### src/rtl/core/pffl_pkg.sv
// Shared types, constants and helpers of the page frame free-list allocator.
package pffl_pkg;

  localparam int unsigned PAGE_W          = 16;
  localparam int unsigned COUNT_W         = 17;
  localparam int unsigned KIND_W          = 2;
  localparam int unsigned STATUS_W        = 2;
  localparam int unsigned CFG_IDX_W       = 2;
  localparam int unsigned CFG_DATA_W      = 17;
  localparam int unsigned FRAME_COUNT_DEF = 65536;

  localparam logic [COUNT_W-1:0] COUNT_MAX = {COUNT_W{1'b1}};

  typedef enum logic [KIND_W-1:0] {
    KIND_ADD   = 2'd0,
    KIND_ALLOC = 2'd1,
    KIND_FREE  = 2'd2
  } kind_e;

  typedef enum logic [STATUS_W-1:0] {
    STATUS_OK       = 2'd0,
    STATUS_OOM      = 2'd1,
    STATUS_RESERVED = 2'd2
  } status_e;

  typedef enum logic [CFG_IDX_W-1:0] {
    REG_BOOT_BASE  = 2'd0,
    REG_BOOT_COUNT = 2'd1
  } cfg_reg_e;

  // Commands from the controller to the datapath.
  typedef struct packed {
    logic    push;        // link the frame in as the new head
    logic    usable_inc;  // count one more usable frame
    logic    rd_issue;    // read the link of the current head
    logic    pop_done;    // make the fetched link the new head
    logic    res_load;    // capture a result word
    status_e status;
  } cmd_t;

  // Status from the datapath to the controller.
  typedef struct packed {
    logic list_empty;
    logic reserved;
    logic res_full;
  } sts_t;

  typedef struct packed {
    logic [STATUS_W-1:0] status;
    logic [PAGE_W-1:0]   granted_page;
    logic [COUNT_W-1:0]  free_count;
    logic [COUNT_W-1:0]  total_usable;
  } res_t;

  // Saturating increment of a frame counter.
  function automatic logic [COUNT_W-1:0] count_inc(input logic [COUNT_W-1:0] v);
    logic [COUNT_W-1:0] r;
    r = (v == COUNT_MAX) ? v : v + COUNT_W'(1);
    return r;
  endfunction

endpackage

### src/rtl/core/pffl_ctrl.sv
// Controller state machine: decodes each word and sequences the datapath.
module pffl_ctrl import pffl_pkg::*; (
  input  logic              clk_i,
  input  logic              rst_ni,
  input  logic              in_valid_i,
  input  logic [KIND_W-1:0] in_kind_i,
  output logic              in_ready_o,
  input  sts_t              sts_i,
  output cmd_t              cmd_o
);

  localparam logic ST_IDLE = 1'b0;
  localparam logic ST_POP  = 1'b1;

  logic state_q, state_d;
  logic accept;

  assign in_ready_o = (state_q == ST_IDLE) && !sts_i.res_full;
  assign accept     = in_valid_i && in_ready_o;

  always_comb begin
    state_d = state_q;
    cmd_o   = '0;
    cmd_o.status = STATUS_OK;
    unique case (state_q)
      ST_IDLE: begin
        if (accept) begin
          unique case (in_kind_i)
            KIND_ADD: begin
              cmd_o.usable_inc = 1'b1;
              cmd_o.res_load   = 1'b1;
              if (sts_i.reserved) begin
                cmd_o.status = STATUS_RESERVED;
              end else begin
                cmd_o.push = 1'b1;
              end
            end
            KIND_ALLOC: begin
              if (sts_i.list_empty) begin
                cmd_o.status   = STATUS_OOM;
                cmd_o.res_load = 1'b1;
              end else begin
                cmd_o.rd_issue = 1'b1;
                state_d        = ST_POP;
              end
            end
            KIND_FREE: begin
              cmd_o.push     = 1'b1;
              cmd_o.res_load = 1'b1;
            end
            default: begin
              // Unknown kind leaves the state alone and reports the counts.
              cmd_o.res_load = 1'b1;
            end
          endcase
        end
      end
      ST_POP: begin
        cmd_o.pop_done = 1'b1;
        cmd_o.res_load = 1'b1;
        state_d        = ST_IDLE;
      end
      default: begin
        state_d = ST_IDLE;
      end
    endcase
  end

  always_ff @(posedge clk_i or negedge rst_ni) begin
    if (!rst_ni) begin
      state_q <= ST_IDLE;
    end else begin
      state_q <= state_d;
    end
  end

  a_pop_follows_read: assert property (@(posedge clk_i) disable iff (!rst_ni)
    cmd_o.rd_issue |=> cmd_o.pop_done)
    else $error("link read not followed by pop");

endmodule

### config.mk
export PLATFORM = sky130hd
export DESIGN_NAME = pffl_ctrl
export DESIGN_NICKNAME = d
export VERILOG_FILES = /design/src/rtl/core/pffl_pkg.sv /design/src/rtl/core/pffl_ctrl.sv
export SDC_FILE = /design/constraint.sdc
export NUM_CORES = 1
export LEC_CHECK = 0
export BUFFER_PORTS_ARGS = -buffer_cell sky130_fd_sc_hd__buf_4
export CAP_MARGIN = 20
export CORE_AREA = 2 2 39 41
export DETAILED_ROUTE_END_ITERATION = 10
export DIE_AREA = 0 0 41 43
export MAX_ROUTING_LAYER = met4
export SLEW_MARGIN = 20
export SYNTH_ARGS = -nofsm -noshare
export SYNTH_HDL_FRONTEND = slang
export SYNTH_SLANG_ARGS = --single-unit
### constraint.sdc
create_clock -name clk_i -period 3.4 [get_ports clk_i]
set_input_delay 0.68 -clock clk_i [delete_from_list [all_inputs] [get_ports clk_i]]
set_output_delay 0.68 -clock clk_i [all_outputs]
set_load 0.005 [all_outputs]
==> results of run 1 <==
where the power goes:
group          leakage [nW]  internal, mW  switching, mW  total [mW]
Combinational         0.100        0.0113        0.00674      0.0180
Clock                     0             0              0           0
Sequential           0.0139        0.0123       0.000204      0.0125
logic make-up (layout without fill, tap and decap cells):
family	count (synthesis)	after routing
flops	1	1
simple gates	9	9
compound gates	2	2
buf+inv	3	16
worst max path at each step:
stage / slack [ns] / startpoint / to
final: 1.06 / sts_i[0] / cmd_o[1]
after global routing: 0.99 / sts_i[0] / cmd_o[1]
after CTS: 1.05 / sts_i[0] / cmd_o[1]
after detailed placement: 1.05 / sts_i[0] / cmd_o[1]
after global placement: 1.06 / sts_i[0] / cmd_o[1]
after floorplan: 1.33 / sts_i[0] / cmd_o[1]
stage by stage:
stage / utilization / instance area, µm²
2_1_floorplan: - / 124
3_3_place_gp: 0.175 / 241
3_5_place_dp: 0.175 / 241
4_1_cts: 0.175 / 241
5_1_grt: 0.175 / 241
6_report: 0.175 / 241
cell usage in the layout, fill, tap and decap left out:
cell type	count
a2111oi_0	1
nand2b_1	1
inv_1	1
nor4b_2	1
nand3b_1	1
o21bai_1	1
nor2b_1	1
nor3b_1	1
nor3_1	1
dfrtp_1	1
nor2_1	2
buf_4	15
or3b_1	1
routing by layer:
layer	global-route usage	up-vias
li1	-	79
met1	0.0541	63
met2	0.0469	9
met3	0	0
met4	0	0
met5	-	-
worst max-delay path, cell delays in order:
cell     delay [ns]
buf_4          0.11
or3b_1         0.44
nor4b_2        0.28
buf_4          0.15
final cells by class:
class / count / area [µm²] / share of cell area
repair buffers: 15 / 113 / 0.466
inverters: 1 / 3.75 / 0.0155
well taps: 16 / 20.0 / 0.0829
flip-flops and latches: 1 / 25.0 / 0.104
multi-input cells: 11 / 80.1 / 0.332
==> flow_metrics.env, run 1 <==
export IMPL_grt_pass1_wl_um=420
export IMPL_cts_hold_buf=0
export IMPL_max_flop_register="state_q"
export IMPL_synth_common_cells="2 x buf_4, 2 x nor2_1"
export IMPL_grtUsageTotal=0.0328
export IMPL_synth_area_leaders="dfrtp_1 20%, buf_4 12%, nor4b_2 12%, a2111oi_0 7.1%, or3b_1 7.1%"
export IMPL_ys_seq_area_frac=0.202
export IMPL_wl_met2_um=165
export IMPL_pin_count=16
export IMPL_whs_ns=0.457
export IMPL_postCtsSetupBuffers=0
export IMPL_cp_max_fo=4
export IMPL_synth_largest_area_cell="dfrtp_1"
export IMPL_synthArstFlopShare=1.00
export IMPL_cp_end_kind="primary output"
export IMPL_start_util=0.0895
export IMPL_synthCells=15
export IMPL_vias=151
export IMPL_p_leak_nw=0.114
export IMPL_met3_length_um=32
export IMPL_cap_violations=0
export IMPL_hold_path_class="input port to async pin"
export IMPL_largest_register_ffs=1
export IMPL_r2r_slack_ns=2.31
export IMPL_fillCellCount=153
export IMPL_synth_top_family_by_area="simple AND/OR/NAND/NOR gates"
export IMPL_die_y_um=43
export IMPL_yosysUniqueCellTypes=13
export IMPL_top_regs="state_q: 1 flops"
export IMPL_avgSynthCellArea_um2=8.26
export IMPL_irDropWorstVdd_mv=0.0573
export IMPL_synth_xor_area_frac=0
export IMPL_setup_tns_ns=0
export IMPL_crit_path_start_kind="input port"
export IMPL_fmax_mhz=427
export IMPL_drcViolationCount=0
export IMPL_grt_pass1_vias=102
export IMPL_placedCellCount=44
export IMPL_powerDensity_nw_per_um2=126
export IMPL_synth_compound_area_frac=0.131
export IMPL_drt_pass1_iter_count=2
export IMPL_synth_nets=23
export IMPL_syn_to_final_growth_pct=94.9
export IMPL_grt_max_degree=6
export IMPL_rsz0062_at_grt="false"
export IMPL_muxShareOfSynthArea=0
export IMPL_synth_flop_cell="dfrtp_1"
export IMPL_topRoutingLayerUsed="met3"
export IMPL_synth_edf_count=0
export IMPL_ys_ff_latch=1
export IMPL_row_count=14
export IMPL_die_x_um=41
export IMPL_synth_top_area_share=0.202
export IMPL_nets=38
export IMPL_numPortBuffers=15
export IMPL_first_iter_violations=1
export IMPL_yosys_area_share_simple=0.515
export IMPL_synth_warnings=0
export IMPL_dp_worst_setup_slack_ns=1.05
export IMPL_layout_setup_ws_ns=1.06
export IMPL_cp_arrival_ns=1.66
export IMPL_fin_skew_ns=0
export IMPL_n_antenna_cell=0
export IMPL_outcome="finished clean"
export IMPL_avgViaCountPerCell=3.43
export IMPL_max_slew_margin=0.691
export IMPL_r2r_end="state_q"
export IMPL_crit_type="input port to primary output"
export IMPL_ant_nets=0
export IMPL_setup_viol=0
export IMPL_drive_above_1_share=0.571
export IMPL_wl_per_cell_um=8.11
export IMPL_syn_cell_area_um2=124
export IMPL_drt_met1_wl_um=159
export IMPL_synthAdderAreaFrac=0
export IMPL_routed_wl_um=357
export IMPL_reg2reg_depth=2
export IMPL_grt_ovfl_total=0
export IMPL_fp_dieArea_um2=1760
export IMPL_crit_required_ns=2.72
export IMPL_fin_cells=44
export IMPL_cts_reportedPaths_clkPinSlew_ns=0
export IMPL_clk_latency_ns=0
export IMPL_slew_viol_final=0
export IMPL_cts_resized=0
export IMPL_design_core_area_um2=1380
export IMPL_finalPower_mw=0.0305
export IMPL_antenna_found_initial=0
export IMPL_worst_pin_slew_ns=0.452
export IMPL_hold_viol_final=0
export IMPL_min_period_over_period=0.689
export IMPL_r2r_start="state_q"
export IMPL_finalWeightedCongestion=0.614
export IMPL_min_period_ns=2.34
Power figures use the tool's default switching activity.
==> run 2, diff against run 1 <==
--- a/config.mk
+++ b/config.mk
@@ -5,6 +5,7 @@
 export SDC_FILE = /design/constraint.sdc
 export NUM_CORES = 1
 export LEC_CHECK = 0
+export ABC_AREA = 1
 export BUFFER_PORTS_ARGS = -buffer_cell sky130_fd_sc_hd__buf_4
 export CAP_MARGIN = 20
 export CORE_AREA = 2 2 39 41
==> constraint.sdc (replaced) <==
create_clock -name clk_i -period 2.2 [get_ports clk_i]
set_input_delay 0.44 -clock clk_i [delete_from_list [all_inputs] [get_ports clk_i]]
set_output_delay 0.44 -clock clk_i [all_outputs]
set_load 0.005 [all_outputs]
==> run 2 against run 1 <==
Compared with the run above:
- cell area increased by 6.7%
- largest power group unchanged
- setup slack got worse by 0.30 ns
- largest cell class unchanged
- die area unchanged
- via count increased by 17%
- synthesized cell count increased by 60%
- critical endpoint is now cmd_o[4]
- total power increased by 64%
- sequential power increased by 54%
- hold slack got worse by 0.24 ns
==> flow_metrics.env, run 2 <==
export IMPL_cts_resized=0
export IMPL_pin_count=16
export IMPL_fin_skew_ns=0
export IMPL_crit_family="buffers and inverters"
export IMPL_antenna_found_initial=0
export IMPL_synth_flop_cell="dfrtp_1"
export IMPL_grt_ovfl_total=0
export IMPL_setup_viol=0
export IMPL_synth_nets=32
export IMPL_fmax_mhz=695
export IMPL_drt_met1_wl_um=146
export IMPL_powerDensity_nw_per_um2=195
export IMPL_cp_slowest_stage_delay_ns=0.16
export IMPL_grt_pass1_wl_um=572
export IMPL_clk_latency_ns=0
export IMPL_crit_chain="buf_4 -> inv_2 -> nand3_2 -> nor2_1 -> buf_4"
export IMPL_crit_type="input port to primary output"
export IMPL_synth_largest_area_cell="dfrtp_1"
export IMPL_crit_required_ns=1.76
export IMPL_rsz0062_at_grt="false"
export IMPL_synth_area_leaders="dfrtp_1 18%, buf_4 11%, inv_2 11%, nand2_1 11%, nor2_1 11%"
export IMPL_hold_path_class="input port to async pin"
export IMPL_first_iter_violations=6
export IMPL_r2r_start="state_q"
export IMPL_numPortBuffers=15
export IMPL_cp_arrival_ns=1.00
export IMPL_cp_end_kind="primary output"
export IMPL_finalWeightedCongestion=0.580
export IMPL_outcome="finished clean"
export IMPL_irDropWorstVdd_mv=0.0501
export IMPL_ys_seq_area_frac=0.179
export IMPL_drt_pass1_iter_count=4
export IMPL_synthArstFlopShare=1.00
export IMPL_met3_length_um=56
export IMPL_postCtsSetupBuffers=0
export IMPL_fillCellCount=164
export IMPL_cp_max_fo=5
export IMPL_row_count=14
export IMPL_layout_setup_ws_ns=0.760
export IMPL_crit_top_cell="buf_4"
export IMPL_cp_slowest_cell="nor2_1"
export IMPL_crit_start="sts_i[0]"
export IMPL_ys_ff_latch=1
export IMPL_synth_warnings=0
export IMPL_crit_buf_inv=3
export IMPL_grtUsageTotal=0.0431
export IMPL_nets=47
export IMPL_setup_tns_ns=0
export IMPL_top_regs="state_q: 1 flops"
export IMPL_hold_viol_final=0
export IMPL_crit_path_start_kind="input port"
export IMPL_max_slew_margin=0.908
export IMPL_synthCells=24
export IMPL_syn_to_final_growth_pct=83.9
export IMPL_avgViaCountPerCell=3.32
export IMPL_start_util=0.101
export IMPL_grt_pass1_vias=160
export IMPL_yosysUniqueCellTypes=12
export IMPL_final_cell_mix="15 x buf_4, 4 x inv_2, 4 x nor2_1, 4 x nand2_1, 3 x inv_1"
export IMPL_ant_nets=0
export IMPL_synth_common_cells="4 x inv_2, 4 x nand2_1, 4 x nor2_1, 3 x inv_1, 2 x buf_4"
export IMPL_grt_max_degree=6
export IMPL_avgSynthCellArea_um2=5.84
export IMPL_final_util=0.186
export IMPL_worst_pin_slew_ns=0.136
export IMPL_cts_reportedPaths_clkPinSlew_ns=0
export IMPL_slew_viol_final=0
export IMPL_wl_per_cell_um=6.51
export IMPL_cts_hold_buf=0
export IMPL_fp_dieArea_um2=1760
export IMPL_synth_edf_count=0
export IMPL_syn_cell_area_um2=140
export IMPL_drcViolationCount=0
export IMPL_wl_met2_um=143
export IMPL_cap_violations=0
export IMPL_dp_hpwl_um=320
export IMPL_dp_worst_setup_slack_ns=0.741
export IMPL_die_y_um=43
export IMPL_design_core_area_um2=1380
export IMPL_drive_above_1_share=0.595
export IMPL_die_x_um=41
export IMPL_max_flop_register="state_q"
export IMPL_topRoutingLayerUsed="met3"
export IMPL_vias=176
export IMPL_layout_commonest_cell="buf_4"
export IMPL_min_period_ns=1.44
export IMPL_p_leak_nw=0.150
export IMPL_min_period_over_period=0.654
export IMPL_routed_wl_um=345
export IMPL_largest_register_ffs=1
export IMPL_n_antenna_cell=0
export IMPL_synth_top_area_share=0.179
## run 2: changes by cell type after synthesis, sizes merged
cell     previous run  this run
inv                 1         7
o21ai               0         1
o21bai              1         0
or3b                1         0
nand2               0         4
nor2                2         5
nand3               0         2
nand2b              1         0
nor2b               1         0
nor4b               1         0
nor3b               1         0
a2111oi             1         0
## run 2: cells by family after synthesis
logic type      Yosys count  share of synthesized area
simple gates             13                      0.491
flops                     1                      0.179
buf+inv                   9                      0.295
compound gates            1                     0.0357
## run 2: final timing paths
kind                             to  slack (ns)  depth (start not counted)
hold / removal              state_q        0.22                          1
setup / recovery           cmd_o[4]        0.76                          5
setup reg to reg            state_q        1.39                          3
hold reg to reg             state_q        0.63                          3
min in group clk_i          state_q        0.63                          3
max in group asynchronous   state_q        1.90                          1
## run 2: power by group
| part | switching (mW) | leakage [nW] | total, mW | internal, mW |
|---|---|---|---|---|
| Clock | 0 | 0 | 0 | 0 |
| Combinational | 0.0135 | 0.136 | 0.0310 | 0.0175 |
| Sequential | 0.000186 | 0.0139 | 0.0192 | 0.0190 |
## run 2: through the flow
stage	hold slack, ns	instance area, µm²	std cells	power, mW
6_report	0.215	258	53	0.0502
5_1_grt	0.216	258	53	0.0541
4_1_cts	0.216	258	53	0.0507
3_5_place_dp	0.216	258	53	0.0506
3_3_place_gp	0.215	258	53	0.0502
2_1_floorplan	0.144	140	24	0.0319
## run 2: metal layers
layer	vias up	global-route usage
li1	94	-
met1	70	0.0573
met2	12	0.0719
met3	0	0.00524
met4	0	0
met5	-	-
## run 2: cell type report
cell class,count,area [µm²],share of cell area
repair buffers,15,113,0.437
multi-input cells,14,73.8,0.286
inverters,7,26.3,0.102
flip-flops and latches,1,25.0,0.0971
well taps,16,20.0,0.0777
==> run 3, diff against run 2 <==
==> constraint.sdc (replaced) <==
create_clock -name clk_i -period 1.2 [get_ports clk_i]
set_input_delay 0.24 -clock clk_i [delete_from_list [all_inputs] [get_ports clk_i]]
set_output_delay 0.24 -clock clk_i [all_outputs]
set_load 0.005 [all_outputs]
==> run 3 against run 2 <==
Compared with the run above:
- cell area stayed put
- sequential power grew 83%
- clock skew is the same
- highest routed layer unchanged
- core utilization stayed put
- critical path depth shrank 1
- via count is 2.3% lower
==> flow_metrics.env, run 3 (synthesis gave the netlist of run 2 again) <==
export IMPL_outcome="finished clean"
export IMPL_routed_wl_um=328
export IMPL_nets=47
export IMPL_antenna_found_initial=0
export IMPL_numPortBuffers=15
export IMPL_layout_commonest_cell="buf_4"
export IMPL_cp_end_kind="primary output"
export IMPL_place_area_um2=258
export IMPL_irDropWorstVdd_mv=0.108
export IMPL_hold_viol_final=0
export IMPL_n_antenna_cell=0
export IMPL_cap_violations=0
export IMPL_grt_ovfl_total=0
export IMPL_postCtsSetupBuffers=0
export IMPL_fillCellCount=164
export IMPL_crit_required_ns=0.96
export IMPL_row_count=14
export IMPL_grt_pass1_wl_um=489
export IMPL_register_area_um2=25.0
export IMPL_setup_viol=0
export IMPL_start_util=0.101
export IMPL_cp_max_fo=5
export IMPL_fp_dieArea_um2=1760
export IMPL_clockPowerShare=0
export IMPL_powerDensity_nw_per_um2=356
export IMPL_internal_power_mw=0.0669
export IMPL_cts_reportedPaths_clkPinSlew_ns=0
export IMPL_first_iter_violations=0
export IMPL_p_seq_frac=0.384
export IMPL_multi_input_area_um2=73.8
export IMPL_r2r_start="state_q"
export IMPL_cts_hold_buf=0
export IMPL_final_area_um2=258
export IMPL_grtUsageTotal=0.0369
export IMPL_p_leak_nw=0.150
export IMPL_max_slew_margin=0.908
export IMPL_setup_tns_ns=0
export IMPL_vias=172
export IMPL_die_y_um=43
export IMPL_syn_to_final_growth_pct=83.9
export IMPL_hold_path_class="input port to async pin"
export IMPL_final_cell_mix="15 x buf_4, 4 x inv_2, 4 x nor2_1, 4 x nand2_1, 3 x inv_1"
export IMPL_r2r_slack_ns=0.40
export IMPL_drt_pass1_iter_count=1
export IMPL_drcViolationCount=0
export IMPL_slew_viol_final=0
export IMPL_netSwitchingPower_mw=0.0247
export IMPL_grt_pass1_vias=141
export IMPL_clk_latency_ns=0
export IMPL_min_period_ns=1.09
export IMPL_design_core_area_um2=1380
export IMPL_pin_count=16
export IMPL_drive_above_1_share=0.595
export IMPL_crit_path_start_kind="flop"
export IMPL_pwr_share_comb=0.616
export IMPL_avgViaCountPerCell=3.25
export IMPL_max_flop_register="state_q"
export IMPL_min_period_over_period=0.906
export IMPL_fmax_mhz=920
export IMPL_cts_resized=0
export IMPL_reg2reg_depth=3
export IMPL_fin_skew_ns=0
export IMPL_top_regs="state_q: 1 flops"
export IMPL_crit_type="flop to primary output"
export IMPL_worst_pin_slew_ns=0.137
export IMPL_largest_register_ffs=1
export IMPL_switching_share=0.270
export IMPL_finalWeightedCongestion=0.552
export IMPL_die_x_um=41
export IMPL_rsz0062_at_grt="false"
export IMPL_cp_arrival_ns=0.85
export IMPL_r2r_end="state_q"
export IMPL_wl_per_cell_um=6.19
export IMPL_grt_max_degree=6
export IMPL_ant_nets=0
==> run 3: through the flow <==
| stage | power [mW] | cells | hold WS [ns] | util | setup WS [ns] |
|---|---|---|---|---|---|
| floorplan | 0.0585 | 24 | -0.0556 | - | 0.174 |
| global placement | 0.0923 | 53 | 0.0151 | 0.186 | 0.118 |
| detailed placement | 0.0924 | 53 | 0.0158 | 0.186 | 0.0953 |
| CTS | 0.0927 | 53 | 0.0159 | 0.186 | 0.0930 |
| global route | 0.0991 | 53 | 0.0179 | 0.186 | 0.0201 |
| finish | 0.0917 | 53 | 0.0152 | 0.186 | 0.113 |
==> run 3: power by group through the flow <==
stage	sequential [mW]	combinational, mW	clock (mW)
2_1_floorplan	0.0352	0.0234	0
3_3_place_gp	0.0352	0.0571	0
3_5_place_dp	0.0352	0.0572	0
4_1_cts	0.0352	0.0575	0
5_1_grt	0.0353	0.0638	0
6_report	0.0352	0.0565	0
==> run 3: worst max-delay path: stages, from the launching register on <==
cell and delay (ns):
dfrtp_1 0.36, inv_2 0.07, nand3_2 0.12, nor2_1 0.16
buf_4 0.13
==> run 3: layout make-up <==
type	instances	area share
repair buffers	15	0.437
flip-flops and latches	1	0.0971
inverters	7	0.102
well taps	16	0.0777
multi-input cells	14	0.286
==> run 3: layer usage <==
metal  vias up  wire length (µm)  GRT usage
met2        12               122     0.0531
met3         0                50          0
met4         0                 0          0
met5         -                 0          -
li1         94                 -          -
met1        66               155     0.0605
==> run 3: worst max-delay path by stage <==
| stage | to | depth (start not counted) | from | slack, ns |
|---|---|---|---|---|
| final | cmd_o[4] | 4 | state_q | 0.11 |
| after global routing | cmd_o[4] | 4 | state_q | 0.02 |
| after CTS | cmd_o[4] | 4 | state_q | 0.09 |
| after detailed placement | cmd_o[4] | 4 | state_q | 0.1 |
| after global placement | cmd_o[4] | 4 | state_q | 0.12 |
| after floorplan | cmd_o[4] | 4 | state_q | 0.17 |
